$ cat src/rtl/csv_field_splitter_core_defines.svh
// Assertion macros used by the CSV field splitter core.
`ifndef CSV_FIELD_SPLITTER_CORE_DEFINES_SVH
`define CSV_FIELD_SPLITTER_CORE_DEFINES_SVH

// The condition must hold in the same cycle as the trigger.
`define CSVFS_ASSERT_SAME(label, clk, rst_n, trig, cond) \
    label: assert property (@(posedge clk) disable iff (!rst_n) (trig) |-> (cond)) \
        else $error("csvfs same-cycle check failed");

// The condition must hold in the cycle after the trigger.
`define CSVFS_ASSERT_NEXT(label, clk, rst_n, trig, cond) \
    label: assert property (@(posedge clk) disable iff (!rst_n) (trig) |=> (cond)) \
        else $error("csvfs next-cycle check failed");

`endif

$ cat src/rtl/csvfs_pkg.sv
package csvfs_pkg;

    localparam int unsigned MAX_FIELD_BYTES = 256;
    localparam int unsigned KEPT_W = $clog2(MAX_FIELD_BYTES + 1);

    typedef logic [7:0]        t_byte;
    typedef logic [KEPT_W-1:0] t_kept;

    localparam t_kept KEPT_MAX = t_kept'(MAX_FIELD_BYTES);

    localparam t_byte CH_QUOTE    = 8'h22;
    localparam t_byte CH_LF       = 8'h0A;
    localparam t_byte CH_CR       = 8'h0D;
    localparam t_byte DELIM_RESET = 8'h2C;

    // One result item.
    typedef struct packed {
        t_byte out_byte;
        logic  has_byte;
        logic  field_end;
        logic  field_empty;
        logic  truncated;
        logic  stream_done;
    } t_result;

endpackage

$ cat src/rtl/csvfs_if.sv
interface csvfs_in_if;
    logic                 valid;
    logic                 ready;
    csvfs_pkg::t_byte     data_byte;
    logic                 last_byte;

    modport source (output valid, output data_byte, output last_byte, input ready);
    modport sink   (input valid, input data_byte, input last_byte, output ready);
endinterface

interface csvfs_out_if;
    logic                 valid;
    logic                 ready;
    csvfs_pkg::t_byte     out_byte;
    logic                 has_byte;
    logic                 field_end;
    logic                 field_empty;
    logic                 truncated;
    logic                 stream_done;

    modport source (output valid, output out_byte, output has_byte, output field_end,
                    output field_empty, output truncated, output stream_done,
                    input ready);
    modport sink   (input valid, input out_byte, input has_byte, input field_end,
                    input field_empty, input truncated, input stream_done,
                    output ready);
endinterface

interface csvfs_cfg_if;
    logic                 valid;
    logic                 ready;
    csvfs_pkg::t_byte     data;

    modport source (output valid, output data, input ready);
    modport sink   (input valid, input data, output ready);
endinterface

$ cat src/rtl/csv_field_splitter_core.sv
// Channel   Direction  Payload
// i_in      sink       data_byte[7:0], last_byte
// o_out     source     out_byte[7:0], has_byte, field_end, field_empty, truncated,
//                      stream_done
// i_cfg     sink       data[7:0] (field delimiter)
//
// One byte is taken per clock while i_in.ready is high. A byte is captured in the input
// register, and its result is registered in the output register when the byte advances.
// Reset (i_rst_n low, synchronous) empties both registers, clears the parser flags
// and sets the delimiter to a comma.
// A waiting result with o_out.ready low holds a result-making byte in the input
// register and drops i_in.ready; bytes that make no result still pass.
`include "csv_field_splitter_core_defines.svh"

module csv_field_splitter_core (
    input  logic i_clk,
    input  logic i_rst_n,
    csvfs_in_if.sink    i_in,
    csvfs_out_if.source o_out,
    csvfs_cfg_if.sink   i_cfg
);
    import csvfs_pkg::*;

    // Delimiter register. The user must write it only while the core is idle; the block
    // itself does not enforce this, and the channel is always ready.
    t_byte r_delim;

    // Input register.
    logic  r_in_valid;
    t_byte r_in_byte;
    logic  r_in_last;

    // Parser state.
    logic  r_at_field_start, n_at_field_start;
    logic  r_quoted_field,   n_quoted_field;
    logic  r_quote_closed,   n_quote_closed;
    logic  r_trail_pending,  n_trail_pending;
    logic  r_swallow_lf,     n_swallow_lf;
    t_kept r_kept_count,     n_kept_count;
    logic  r_overflowed,     n_overflowed;

    // Output register.
    logic    r_out_valid;
    t_result r_out;
    t_result n_out;

    logic produce;
    logic advance;

    // Single-pass parse of the byte held in the input register.
    always_comb begin
        logic sep;
        logic keep;
        logic ended;
        logic by_sep;

        sep    = (r_in_byte == r_delim) || (r_in_byte == CH_LF) || (r_in_byte == CH_CR);
        keep   = 1'b0;
        ended  = 1'b0;
        by_sep = 1'b0;

        n_at_field_start = r_at_field_start;
        n_quoted_field   = r_quoted_field;
        n_quote_closed   = r_quote_closed;
        n_trail_pending  = r_trail_pending;
        n_swallow_lf     = 1'b0;
        n_kept_count     = r_kept_count;
        n_overflowed     = r_overflowed;
        n_out            = '0;

        if (r_swallow_lf && (r_in_byte == CH_LF)) begin
            // LF right after a field-ending separator (as in CR LF): dropped, no byte kept.
        end else if (r_trail_pending) begin
            n_trail_pending = 1'b0;
            keep            = 1'b1;
        end else if (r_at_field_start && (r_in_byte == CH_QUOTE)) begin
            n_at_field_start = 1'b0;
            n_quoted_field   = 1'b1;
        end else begin
            n_at_field_start = 1'b0;
            if (r_in_byte[7]) begin
                // Lead byte of a two-byte character.
                n_trail_pending = 1'b1;
                keep            = 1'b1;
            end else if (r_quoted_field) begin
                if (r_in_byte == CH_QUOTE) begin
                    n_quote_closed = !r_quote_closed;
                end
                if (n_quote_closed) begin
                    if (sep) begin
                        ended  = 1'b1;
                        by_sep = 1'b1;
                    end
                end else begin
                    keep = 1'b1;
                end
            end else if (sep) begin
                ended  = 1'b1;
                by_sep = 1'b1;
            end else begin
                keep = 1'b1;
            end
        end

        if (keep) begin
            if (r_kept_count < KEPT_MAX) begin
                n_kept_count   = r_kept_count + t_kept'(1);
                n_out.has_byte = 1'b1;
                n_out.out_byte = r_in_byte;
            end else begin
                n_overflowed = 1'b1;
            end
        end

        if (r_in_last) begin
            ended = 1'b1;
        end

        if (ended) begin
            // The count already includes a byte kept in this same step.
            n_out.field_end   = 1'b1;
            n_out.field_empty = (n_kept_count == '0);
            n_out.truncated   = n_overflowed;
            n_at_field_start  = 1'b1;
            n_quoted_field    = 1'b0;
            n_quote_closed    = 1'b0;
            n_trail_pending   = 1'b0;
            n_kept_count      = '0;
            n_overflowed      = 1'b0;
            n_swallow_lf      = by_sep && !r_in_last;
        end

        n_out.stream_done = r_in_last;
        produce = n_out.has_byte || ended;
    end

    // The held byte moves on when its result has a free slot, or when it makes
    // no result at all.
    assign advance    = r_in_valid && (!produce || !r_out_valid || o_out.ready);
    assign i_in.ready = !r_in_valid || advance;
    assign i_cfg.ready = 1'b1;

    always_ff @(posedge i_clk) begin
        if (!i_rst_n) begin
            r_delim          <= DELIM_RESET;
            r_in_valid       <= 1'b0;
            r_out_valid      <= 1'b0;
            r_at_field_start <= 1'b1;
            r_quoted_field   <= 1'b0;
            r_quote_closed   <= 1'b0;
            r_trail_pending  <= 1'b0;
            r_swallow_lf     <= 1'b0;
            r_kept_count     <= '0;
            r_overflowed     <= 1'b0;
        end else begin
            if (i_cfg.valid) begin
                r_delim <= i_cfg.data;
            end
            if (i_in.ready) begin
                r_in_valid <= i_in.valid;
            end
            if (advance) begin
                r_at_field_start <= n_at_field_start;
                r_quoted_field   <= n_quoted_field;
                r_quote_closed   <= n_quote_closed;
                r_trail_pending  <= n_trail_pending;
                r_swallow_lf     <= n_swallow_lf;
                r_kept_count     <= n_kept_count;
                r_overflowed     <= n_overflowed;
            end
            if (advance && produce) begin
                r_out_valid <= 1'b1;
            end else if (o_out.ready) begin
                r_out_valid <= 1'b0;
            end
        end
    end

    // Payload registers carry no reset.
    always_ff @(posedge i_clk) begin
        if (i_in.ready && i_in.valid) begin
            r_in_byte <= i_in.data_byte;
            r_in_last <= i_in.last_byte;
        end
        if (advance && produce) begin
            r_out <= n_out;
        end
    end

    assign o_out.valid       = r_out_valid;
    assign o_out.out_byte    = r_out.out_byte;
    assign o_out.has_byte    = r_out.has_byte;
    assign o_out.field_end   = r_out.field_end;
    assign o_out.field_empty = r_out.field_empty;
    assign o_out.truncated   = r_out.truncated;
    assign o_out.stream_done = r_out.stream_done;

    // Empty and truncated flags only ever travel with a field end.
    `CSVFS_ASSERT_SAME(a_flags_need_end, i_clk, i_rst_n,
        r_out_valid && (r_out.field_empty || r_out.truncated), r_out.field_end)
    // A result without a kept byte carries a zero byte.
    `CSVFS_ASSERT_SAME(a_zero_byte, i_clk, i_rst_n,
        r_out_valid && !r_out.has_byte, r_out.out_byte == '0)
    // The fill count never passes the field buffer size.
    `CSVFS_ASSERT_SAME(a_count_bound, i_clk, i_rst_n, 1'b1, r_kept_count <= KEPT_MAX)
    // After the last byte of a stream the parser is back at a clean field start.
    `CSVFS_ASSERT_NEXT(a_stream_restart, i_clk, i_rst_n, advance && r_in_last,
        r_at_field_start && !r_quoted_field && !r_trail_pending && !r_swallow_lf
        && (r_kept_count == '0) && !r_overflowed)

endmodule
$ cat src/flat_wrapper.sv
// flat-port wrapper written by rule: the top's interface ports become plain ports
module csv_field_splitter_core_flat import csvfs_pkg::*;
  (i_clk, i_rst_n, i_in_valid, i_in_data_byte, i_in_last_byte, i_in_ready, o_out_valid, o_out_out_byte, o_out_has_byte, o_out_field_end, o_out_field_empty, o_out_truncated, o_out_stream_done, o_out_ready, i_cfg_valid, i_cfg_data, i_cfg_ready);
  csvfs_in_if i_in_i ();
  csvfs_out_if o_out_i ();
  csvfs_cfg_if i_cfg_i ();
  input  logic i_clk;
  input  logic i_rst_n;
  input wire logic [$bits(i_in_i.valid)-1:0] i_in_valid;
  input wire logic [$bits(i_in_i.data_byte)-1:0] i_in_data_byte;
  input wire logic [$bits(i_in_i.last_byte)-1:0] i_in_last_byte;
  output wire logic [$bits(i_in_i.ready)-1:0] i_in_ready;
  output wire logic [$bits(o_out_i.valid)-1:0] o_out_valid;
  output wire logic [$bits(o_out_i.out_byte)-1:0] o_out_out_byte;
  output wire logic [$bits(o_out_i.has_byte)-1:0] o_out_has_byte;
  output wire logic [$bits(o_out_i.field_end)-1:0] o_out_field_end;
  output wire logic [$bits(o_out_i.field_empty)-1:0] o_out_field_empty;
  output wire logic [$bits(o_out_i.truncated)-1:0] o_out_truncated;
  output wire logic [$bits(o_out_i.stream_done)-1:0] o_out_stream_done;
  input wire logic [$bits(o_out_i.ready)-1:0] o_out_ready;
  input wire logic [$bits(i_cfg_i.valid)-1:0] i_cfg_valid;
  input wire logic [$bits(i_cfg_i.data)-1:0] i_cfg_data;
  output wire logic [$bits(i_cfg_i.ready)-1:0] i_cfg_ready;
  assign i_in_i.valid = i_in_valid;
  assign i_in_i.data_byte = i_in_data_byte;
  assign i_in_i.last_byte = i_in_last_byte;
  assign i_in_ready = i_in_i.ready;
  assign o_out_valid = o_out_i.valid;
  assign o_out_out_byte = o_out_i.out_byte;
  assign o_out_has_byte = o_out_i.has_byte;
  assign o_out_field_end = o_out_i.field_end;
  assign o_out_field_empty = o_out_i.field_empty;
  assign o_out_truncated = o_out_i.truncated;
  assign o_out_stream_done = o_out_i.stream_done;
  assign o_out_i.ready = o_out_ready;
  assign i_cfg_i.valid = i_cfg_valid;
  assign i_cfg_i.data = i_cfg_data;
  assign i_cfg_ready = i_cfg_i.ready;
  csv_field_splitter_core u_core (.i_clk(i_clk), .i_rst_n(i_rst_n), .i_in(i_in_i), .o_out(o_out_i), .i_cfg(i_cfg_i));
endmodule
$ cat config.mk
export PLATFORM = sky130hd
export DESIGN_NAME = csv_field_splitter_core_flat
export DESIGN_NICKNAME = d
export VERILOG_FILES = /design/src/rtl/csvfs_pkg.sv /design/src/rtl/csvfs_if.sv /design/src/rtl/csv_field_splitter_core.sv /design/src/flat_wrapper.sv
export VERILOG_INCLUDE_DIRS = /design/src /design/src/rtl
export SDC_FILE = /design/constraint.sdc
export NUM_CORES = 1
export LEC_CHECK = 0
export BUFFER_PORTS_ARGS = -buffer_cell sky130_fd_sc_hd__buf_2
export CAP_MARGIN = 20
export CORE_UTILIZATION = 60
export CTS_CLUSTER_SIZE = 14
export DETAILED_ROUTE_END_ITERATION = 8
export PLACE_DENSITY = 0.9
export SETUP_SLACK_MARGIN = 0.15
export SYNTH_ARGS = -nofsm -noshare
export SYNTH_HDL_FRONTEND = slang
export SYNTH_SLANG_ARGS = --single-unit
$ cat constraint.sdc
create_clock -name i_clk -period 9.58 [get_ports i_clk]
set_clock_uncertainty 0.15 [all_clocks]
set_input_delay 0.479 -clock i_clk [delete_from_list [all_inputs] [get_ports i_clk]]
set_output_delay 0.479 -clock i_clk [all_outputs]
set_load 0.05 [all_outputs]
### After elaboration in Yosys (flattened, before gate mapping)

Cells that the tools add are included.

| storage, ports and cells | value |
|---|---|
| register bits | 47 |
| input bits | 22 |
| output and inout bits | 16 |
| word-level logic and storage cells | 105 |

| operators by class | value |
|---|---|
| $add $sub $neg | 1 |
| reductions and logical operators | 26 |
| order comparisons | 1 |
| multiplexer cells | 51 |
| equal/unequal tests | 8 |

Operators with widths:

| kind | count |
|---|---|
| $mux 1 | 47 |
| $mux 9 | 3 |
| $eq 8x4->1 const B | 2 |
| $add 9x1->9 const B | 1 |
| $logic_not 9->1 | 1 |
| $lt 9x9->1 const B | 1 |
| $eq 8x6->1 const B | 1 |
| $eq 8x8->1 | 1 |
| $ne 2x2->1 const B | 4 |
| $logic_and 1x1->1 | 6 |
| $logic_or 1x1->1 | 6 |
| $reduce_and 6->1 | 1 |
| $reduce_bool 2->1 | 3 |
| $logic_not 1->1 | 5 |
| $reduce_and 2->1 | 2 |
| $reduce_and 4->1 | 1 |
| $mux 3 | 1 |
| $reduce_and 3->1 | 1 |

### Depth between registers and ports, before layout

| depth | value |
|---|---|
| word-level depth | 21 |
| depth in mapped cells | 9 |
| gate-level depth less buffers | 8 |

### Worst setup path after synthesis

Ideal clock, no wire load.

| timing | value |
|---|---|
| kind | register -> register |
| start | register u_core.r_in_byte[3] |
| end | register u_core.r_in_byte[0] (enable) |
| setup slack | 6.196 ns |
| data required time | 9.055 ns |
| stages on the path, launching flop included | 9 |
| setup time | 0.375 ns |
| data arrival time | 2.859 ns |
| period minus slack after synthesis | 3.384 ns |
| path buffers | 1 |
| cells stage by stage | edfxtp_1 or4b_4 or3_1 a311o_1 o211a_4 buf_2 nor2_1 nor2_1 nor2b_1 |

| between the ends | value |
|---|---|
| longest elaborated chain between the ends | 21 |
| elaborated cells between the ends (all ways) | 37 |
| those cells by class | eq/ne: 4; mux: 22; reduce/logical: 11 |

Ends and longest elaborated chain:

| item | line | text |
|---|---|---|
| start: declaration | csv_field_splitter_core.sv:30 | `t_byte r_in_byte;` |
| start signal: assignment | csv_field_splitter_core.sv:182 | `r_in_byte <= i_in.data_byte;` |
| $eq 8x6->1 | csv_field_splitter_core.sv:76, csv_field_splitter_core.sv:86 |  |
| $mux 1 | csv_field_splitter_core.sv:86 | `if (r_in_byte == CH_QUOTE) begin` |
| $mux 1 | csv_field_splitter_core.sv:85 | `end else if (r_quoted_field) begin` |
| $mux 1 | csv_field_splitter_core.sv:81 | `if (r_in_byte[7]) begin` |
| $mux 1 | csv_field_splitter_core.sv:76 | `end else if (r_at_field_start && (r_in_byte == CH_QUOTE)) begin` |
| $mux 1 | csv_field_splitter_core.sv:73 | `end else if (r_trail_pending) begin` |
| $mux 1 | csv_field_splitter_core.sv:71 | `if (r_swallow_lf && (r_in_byte == CH_LF)) begin` |
| $mux 1 | csv_field_splitter_core.sv:89 | `if (n_quote_closed) begin` |
| (+4 left out) | -- |  |
| $mux 1 | csv_field_splitter_core.sv:71 |  |
| $mux 1 (on tied branches) | csv_field_splitter_core.sv:105, csv_field_splitter_core.sv:115 |  |
| $logic_or 1x1->1 (*) | csv_field_splitter_core.sv:134 | `produce = n_out.has_byte \|\| ended;` |
| $logic_not 1->1 (*) | csv_field_splitter_core.sv:139 | `assign advance = r_in_valid && (!produce \|\| !r_out_valid \|\| o_out.ready);` |
| $logic_or 1x1->1 (*) (2 in a row) | csv_field_splitter_core.sv:139 |  |
| $logic_and 1x1->1 (*) | csv_field_splitter_core.sv:139 |  |
| $logic_or 1x1->1 (*) | csv_field_splitter_core.sv:140 | `assign i_in.ready = !r_in_valid \|\| advance;` |
| $logic_and 1x1->1 (*) | csv_field_splitter_core.sv:181 | `if (i_in.ready && i_in.valid) begin` |

Every way passes the cells marked *; elsewhere a longest branch is shown, timed or not. The select of a mux whose other input is x is not followed.
A chain may end at the register's enable or synchronous reset.

### Worst setup path in the final report

| timing | value |
|---|---|
| start | register u_core.r_in_byte[3] |
| end | output i_in_ready |

| between the ends | value |
|---|---|
| longest elaborated chain between the ends | 20 |
| elaborated cells between the ends (all ways) | 36 |
| those cells by class | eq/ne: 4; mux: 22; reduce/logical: 10 |

Ends and longest elaborated chain:

| item | line | text |
|---|---|---|
| $eq 8x6->1 | csv_field_splitter_core.sv:76, csv_field_splitter_core.sv:86 |  |
| $mux 1 | csv_field_splitter_core.sv:86 |  |
| $mux 1 | csv_field_splitter_core.sv:85 |  |
| $mux 1 | csv_field_splitter_core.sv:81 |  |
| $mux 1 | csv_field_splitter_core.sv:76 |  |
| $mux 1 | csv_field_splitter_core.sv:73 |  |
| $mux 1 | csv_field_splitter_core.sv:71 |  |
| $mux 1 | csv_field_splitter_core.sv:89 |  |
| (+3 left out) | -- |  |
| $mux 1 | csv_field_splitter_core.sv:73 |  |
| $mux 1 | csv_field_splitter_core.sv:71 |  |
| $mux 1 (on tied branches) | csv_field_splitter_core.sv:105, csv_field_splitter_core.sv:115 |  |
| $logic_or 1x1->1 (*) | csv_field_splitter_core.sv:134 |  |
| $logic_not 1->1 (*) | csv_field_splitter_core.sv:139 |  |
| $logic_or 1x1->1 (*) (2 in a row) | csv_field_splitter_core.sv:139 |  |
| $logic_and 1x1->1 (*) | csv_field_splitter_core.sv:139 |  |
| $logic_or 1x1->1 (*) | csv_field_splitter_core.sv:140 |  |
| end: declaration | flat_wrapper.sv:12 | `output wire logic [$bits(i_in_i.ready)-1:0] i_in_ready;` |

Marked as above.

==> results.md <==
* TritonCTS Buffers at 5
* CTS clock-pin slew for the worst setup and hold paths at 90 ps
* Layout filler cell count at 263
* DRC at 0
* Die area at 4000 um2
* I/O pin total at 38
* Layout cell share with drive strength beyond 1 at 21.1%
* Die extent in x at 63.3 um
* Post-CTS Hold Buffers at 0
* Setup crit end kind: output pin
* Final period utilization at 40.3%
* Max rail drop VDD at 126 uV
* Max clock buf depth at 2
* Post-Synth XOR/XNOR Area at 3.89%
* Vias in the first global route at 1,701
* I/O Buffers at 36
* Post-DR wirelength/cell at 16.3 um
* Met3 WL at 404 um
* Slew @ Worst Pin at 783 ps
* Multiplexer area fraction after synthesis at 4.00%
* EDFF count, synth at 22
* Pre-antenna DRT Iters at 5
* Area of the multi-input gates at 1030 um2
* Setup crit start kind: register
* Total track usage at 26.8%
* Final setup viols at 0
* Slew HR at 47.7%
* Async set-reset flop share out of synthesis at 0%
* Crit path max fanout at 10
* Hpwl dp at 3660 um
* Area of the core at 3470 um2
* Final Hold Fails at 0
* Clock sinks at 47
* Post-DR vias/cell at 6.06
* Compound-cell area share of the yosys netlist at 16.3%
* Synthesized flop and latch total at 47
* Skew-Pair Late Insertion Delay at 300 ps
* Area growth, synth to finish at 13.1%
* Top Family by Delay on Critical Path: simple AND/OR/NAND/NOR gates
* Largest stage delay, worst path at 600 ps
* Standard-cell rows at 21
* Leakage at 0.937 nW
* Setup bufs post-CTS at 0
* Root Buffer: clkbuf_8
* WP data arrival at 3230 ps
* Post-Synth Adder-Cell Area at 0.555%
* Worst path bufs/invs at 3
* Top cell type's share of synthesized area at 29.3%
* Cells after synthesis at 219
* Total area of sequential cells at 1160 um2
* Setup CP Type: reg2out
* Finished Core Util at 73.5%
* Minimum clock period at 3860 ps
* RD Place Congestion at 0.906
* Top Metal Used: met4
* Pwr dens at 151 nW/um2
* Post-cts resize count at 0
* Htree depth at 2
* Max Cap Viol at 0
* Predominant post-synthesis flop cell: dfxtp_1
* Combinational family with the most area after synthesis: simple AND/OR/NAND/NOR gates
* F_max at 0.259 GHz
* ANT nets after route at 0
* Avg Cell Area, Syn at 10.3 um2
* RSZ-0062 raised after global routing: no
* CTS tree: built
* WP data required at 8950 ps
* Part of the Yosys area used for sequential elements at 51.5%
* Initial antenna violation count at 0
* Mapped Nets at 242
* Initial Util at 65.0%
* Synth top area cells: edfxtp_1 (29%), dfxtp_1 (22%), mux2i_1 (4.0%)
* Synth warnings at 0
* Slew Viols, Final at 0
* Via count at 1,831
* Min Hold Slack at 193 ps
* Grt total ovfl at 0
* Synth Area in Simple Gates at 20.7%
* DRT met1 WL at 2070 um
* Largest net degree at the start of global routing at 22
* First-pass GRT wire length at 8000 um
* Most frequent CP cell: nor2_1
* DR iter-0 viols at 158
* # nets final at 278
* CP max stage cell: or4b_4
* Met2 Wirelength at 2370 um
* Distinct cells, synth at 52
* Synth top cells by count: dfxtp_1 (25), edfxtp_1 (22), nor2_1 (21), nand2_1 (18), a21oi_1 (11)
* Hold/Removal Path Class: in2reg
* Most frequent cell after synthesis: dfxtp_1
* Total Wirelength at 4910 um
* Status: complete, no violations
* Post-synth top area cell: edfxtp_1
* Crit-path cells: or4b_4 -> or3_1 -> a311oi_1 -> a31oi_2 -> inv_2 -> nor2_1 -> nor2_1 -> inv_1 -> buf_2
* Die H at 63.3 um
* N_diodes at 0
* Cell area after synthesis at 2250 um2
* Fin Setup TNS at 0 ps
sequential cells by signal (all words and copies together), names as in the netlist, 8 cells and up:
signal and cells:
u_core.r_in_byte 8, u_core.r_delim 8, u_core.o_out.out_byte 8, u_core.r_kept_count 9
cell type report:
cell class                 count  area share (%)
sequential                    47            45.6
multi-input combinational    157            40.3
inverter                       7            1.03
clock inverter                 3           0.785
clock buffer                   5            2.70
timing repair buffer          37            7.36
tap                           46            2.26
final timing paths:
check / endpoint / slack, ps / cells after the start / start
worst max-delay path: i_in_ready / 5720 / 9 / u_core.r_in_byte[3]$_DFFE_PP_
worst min-delay path: u_core.r_in_byte[7]$_DFFE_PP_ / 190 / 1 / i_in_data_byte[7]
worst max register to register: u_core.r_in_last$_DFFE_PP_ / 5850 / 8 / u_core.r_in_byte[3]$_DFFE_PP_
worst min register to register: u_core.r_overflowed$_SDFFE_PN0P_ / 340 / 2 / u_core.r_overflowed$_SDFFE_PN0P_
through the flow:
stage                     instance area [um2]  instances  worst slack (ps)  total power [W]
after global placement                   2450        293              5830         0.000271
after global routing                     2550        302              5530         0.000400
after floorplan                          2250        219              6200         0.000260
after CTS                                2540        301              5700         0.000387
final                                    2550        302              5720         0.000386
after detailed placement                 2450        293              5710         0.000273
metal layers:
| metal | global-route usage [%] | vias up |
|---|---|---|
| met3 | 8.33 | 10 |
| met4 | 11.1 | 0 |
| met1 | 33.1 | 848 |
| met5 | 0 | - |
| li1 | - | 878 |
| met2 | 43.3 | 95 |
layout by cell type, fill, tap and decap left out, types with 2 or more instances in the layout:
| master | instances |
|---|---|
| inv_1 | 6 |
| clkinvlp_4 | 2 |
| nor3_1 | 4 |
| nor4_1 | 3 |
| nand2b_1 | 3 |
| mux2i_1 | 9 |
| dfxtp_1 | 25 |
| edfxtp_1 | 22 |
| clkbuf_8 | 5 |
| or4_1 | 2 |
| a21oi_1 | 11 |
| o21ai_0 | 7 |
| a211oi_1 | 2 |
| o21a_1 | 4 |
| nor3b_1 | 2 |
| nor2b_1 | 2 |
| nand3_1 | 6 |
| nor2_1 | 21 |
| xnor2_1 | 10 |
| buf_2 | 36 |
| nand2_1 | 18 |
| and3_1 | 4 |
| o21ai_1 | 3 |
| o211a_1 | 2 |
| nand4_1 | 6 |
| a31oi_1 | 2 |
| o211ai_1 | 3 |
| and2_1 | 8 |
| or3_1 | 3 |
cells by family (layout without fill, tap and decap cells):
logic type / count (synthesis) / count (layout)
compound gates: 48 / 48
xor+xnor: 10 / 10
fa+ha+maj: 1 / 1
buf+inv: 15 / 52
flops: 47 / 47
mux: 9 / 9
other cells: 1 / 1
simple gates: 88 / 88
report_power, final:
group | switching (W) | internal [W]
clock | 0.0000657 | 0.0000507
combinational | 0.0000285 | 0.0000152
sequential | 0.00000708 | 0.000219
total | 0.000101 | 0.000285
Power figures use the tool's default switching activity.
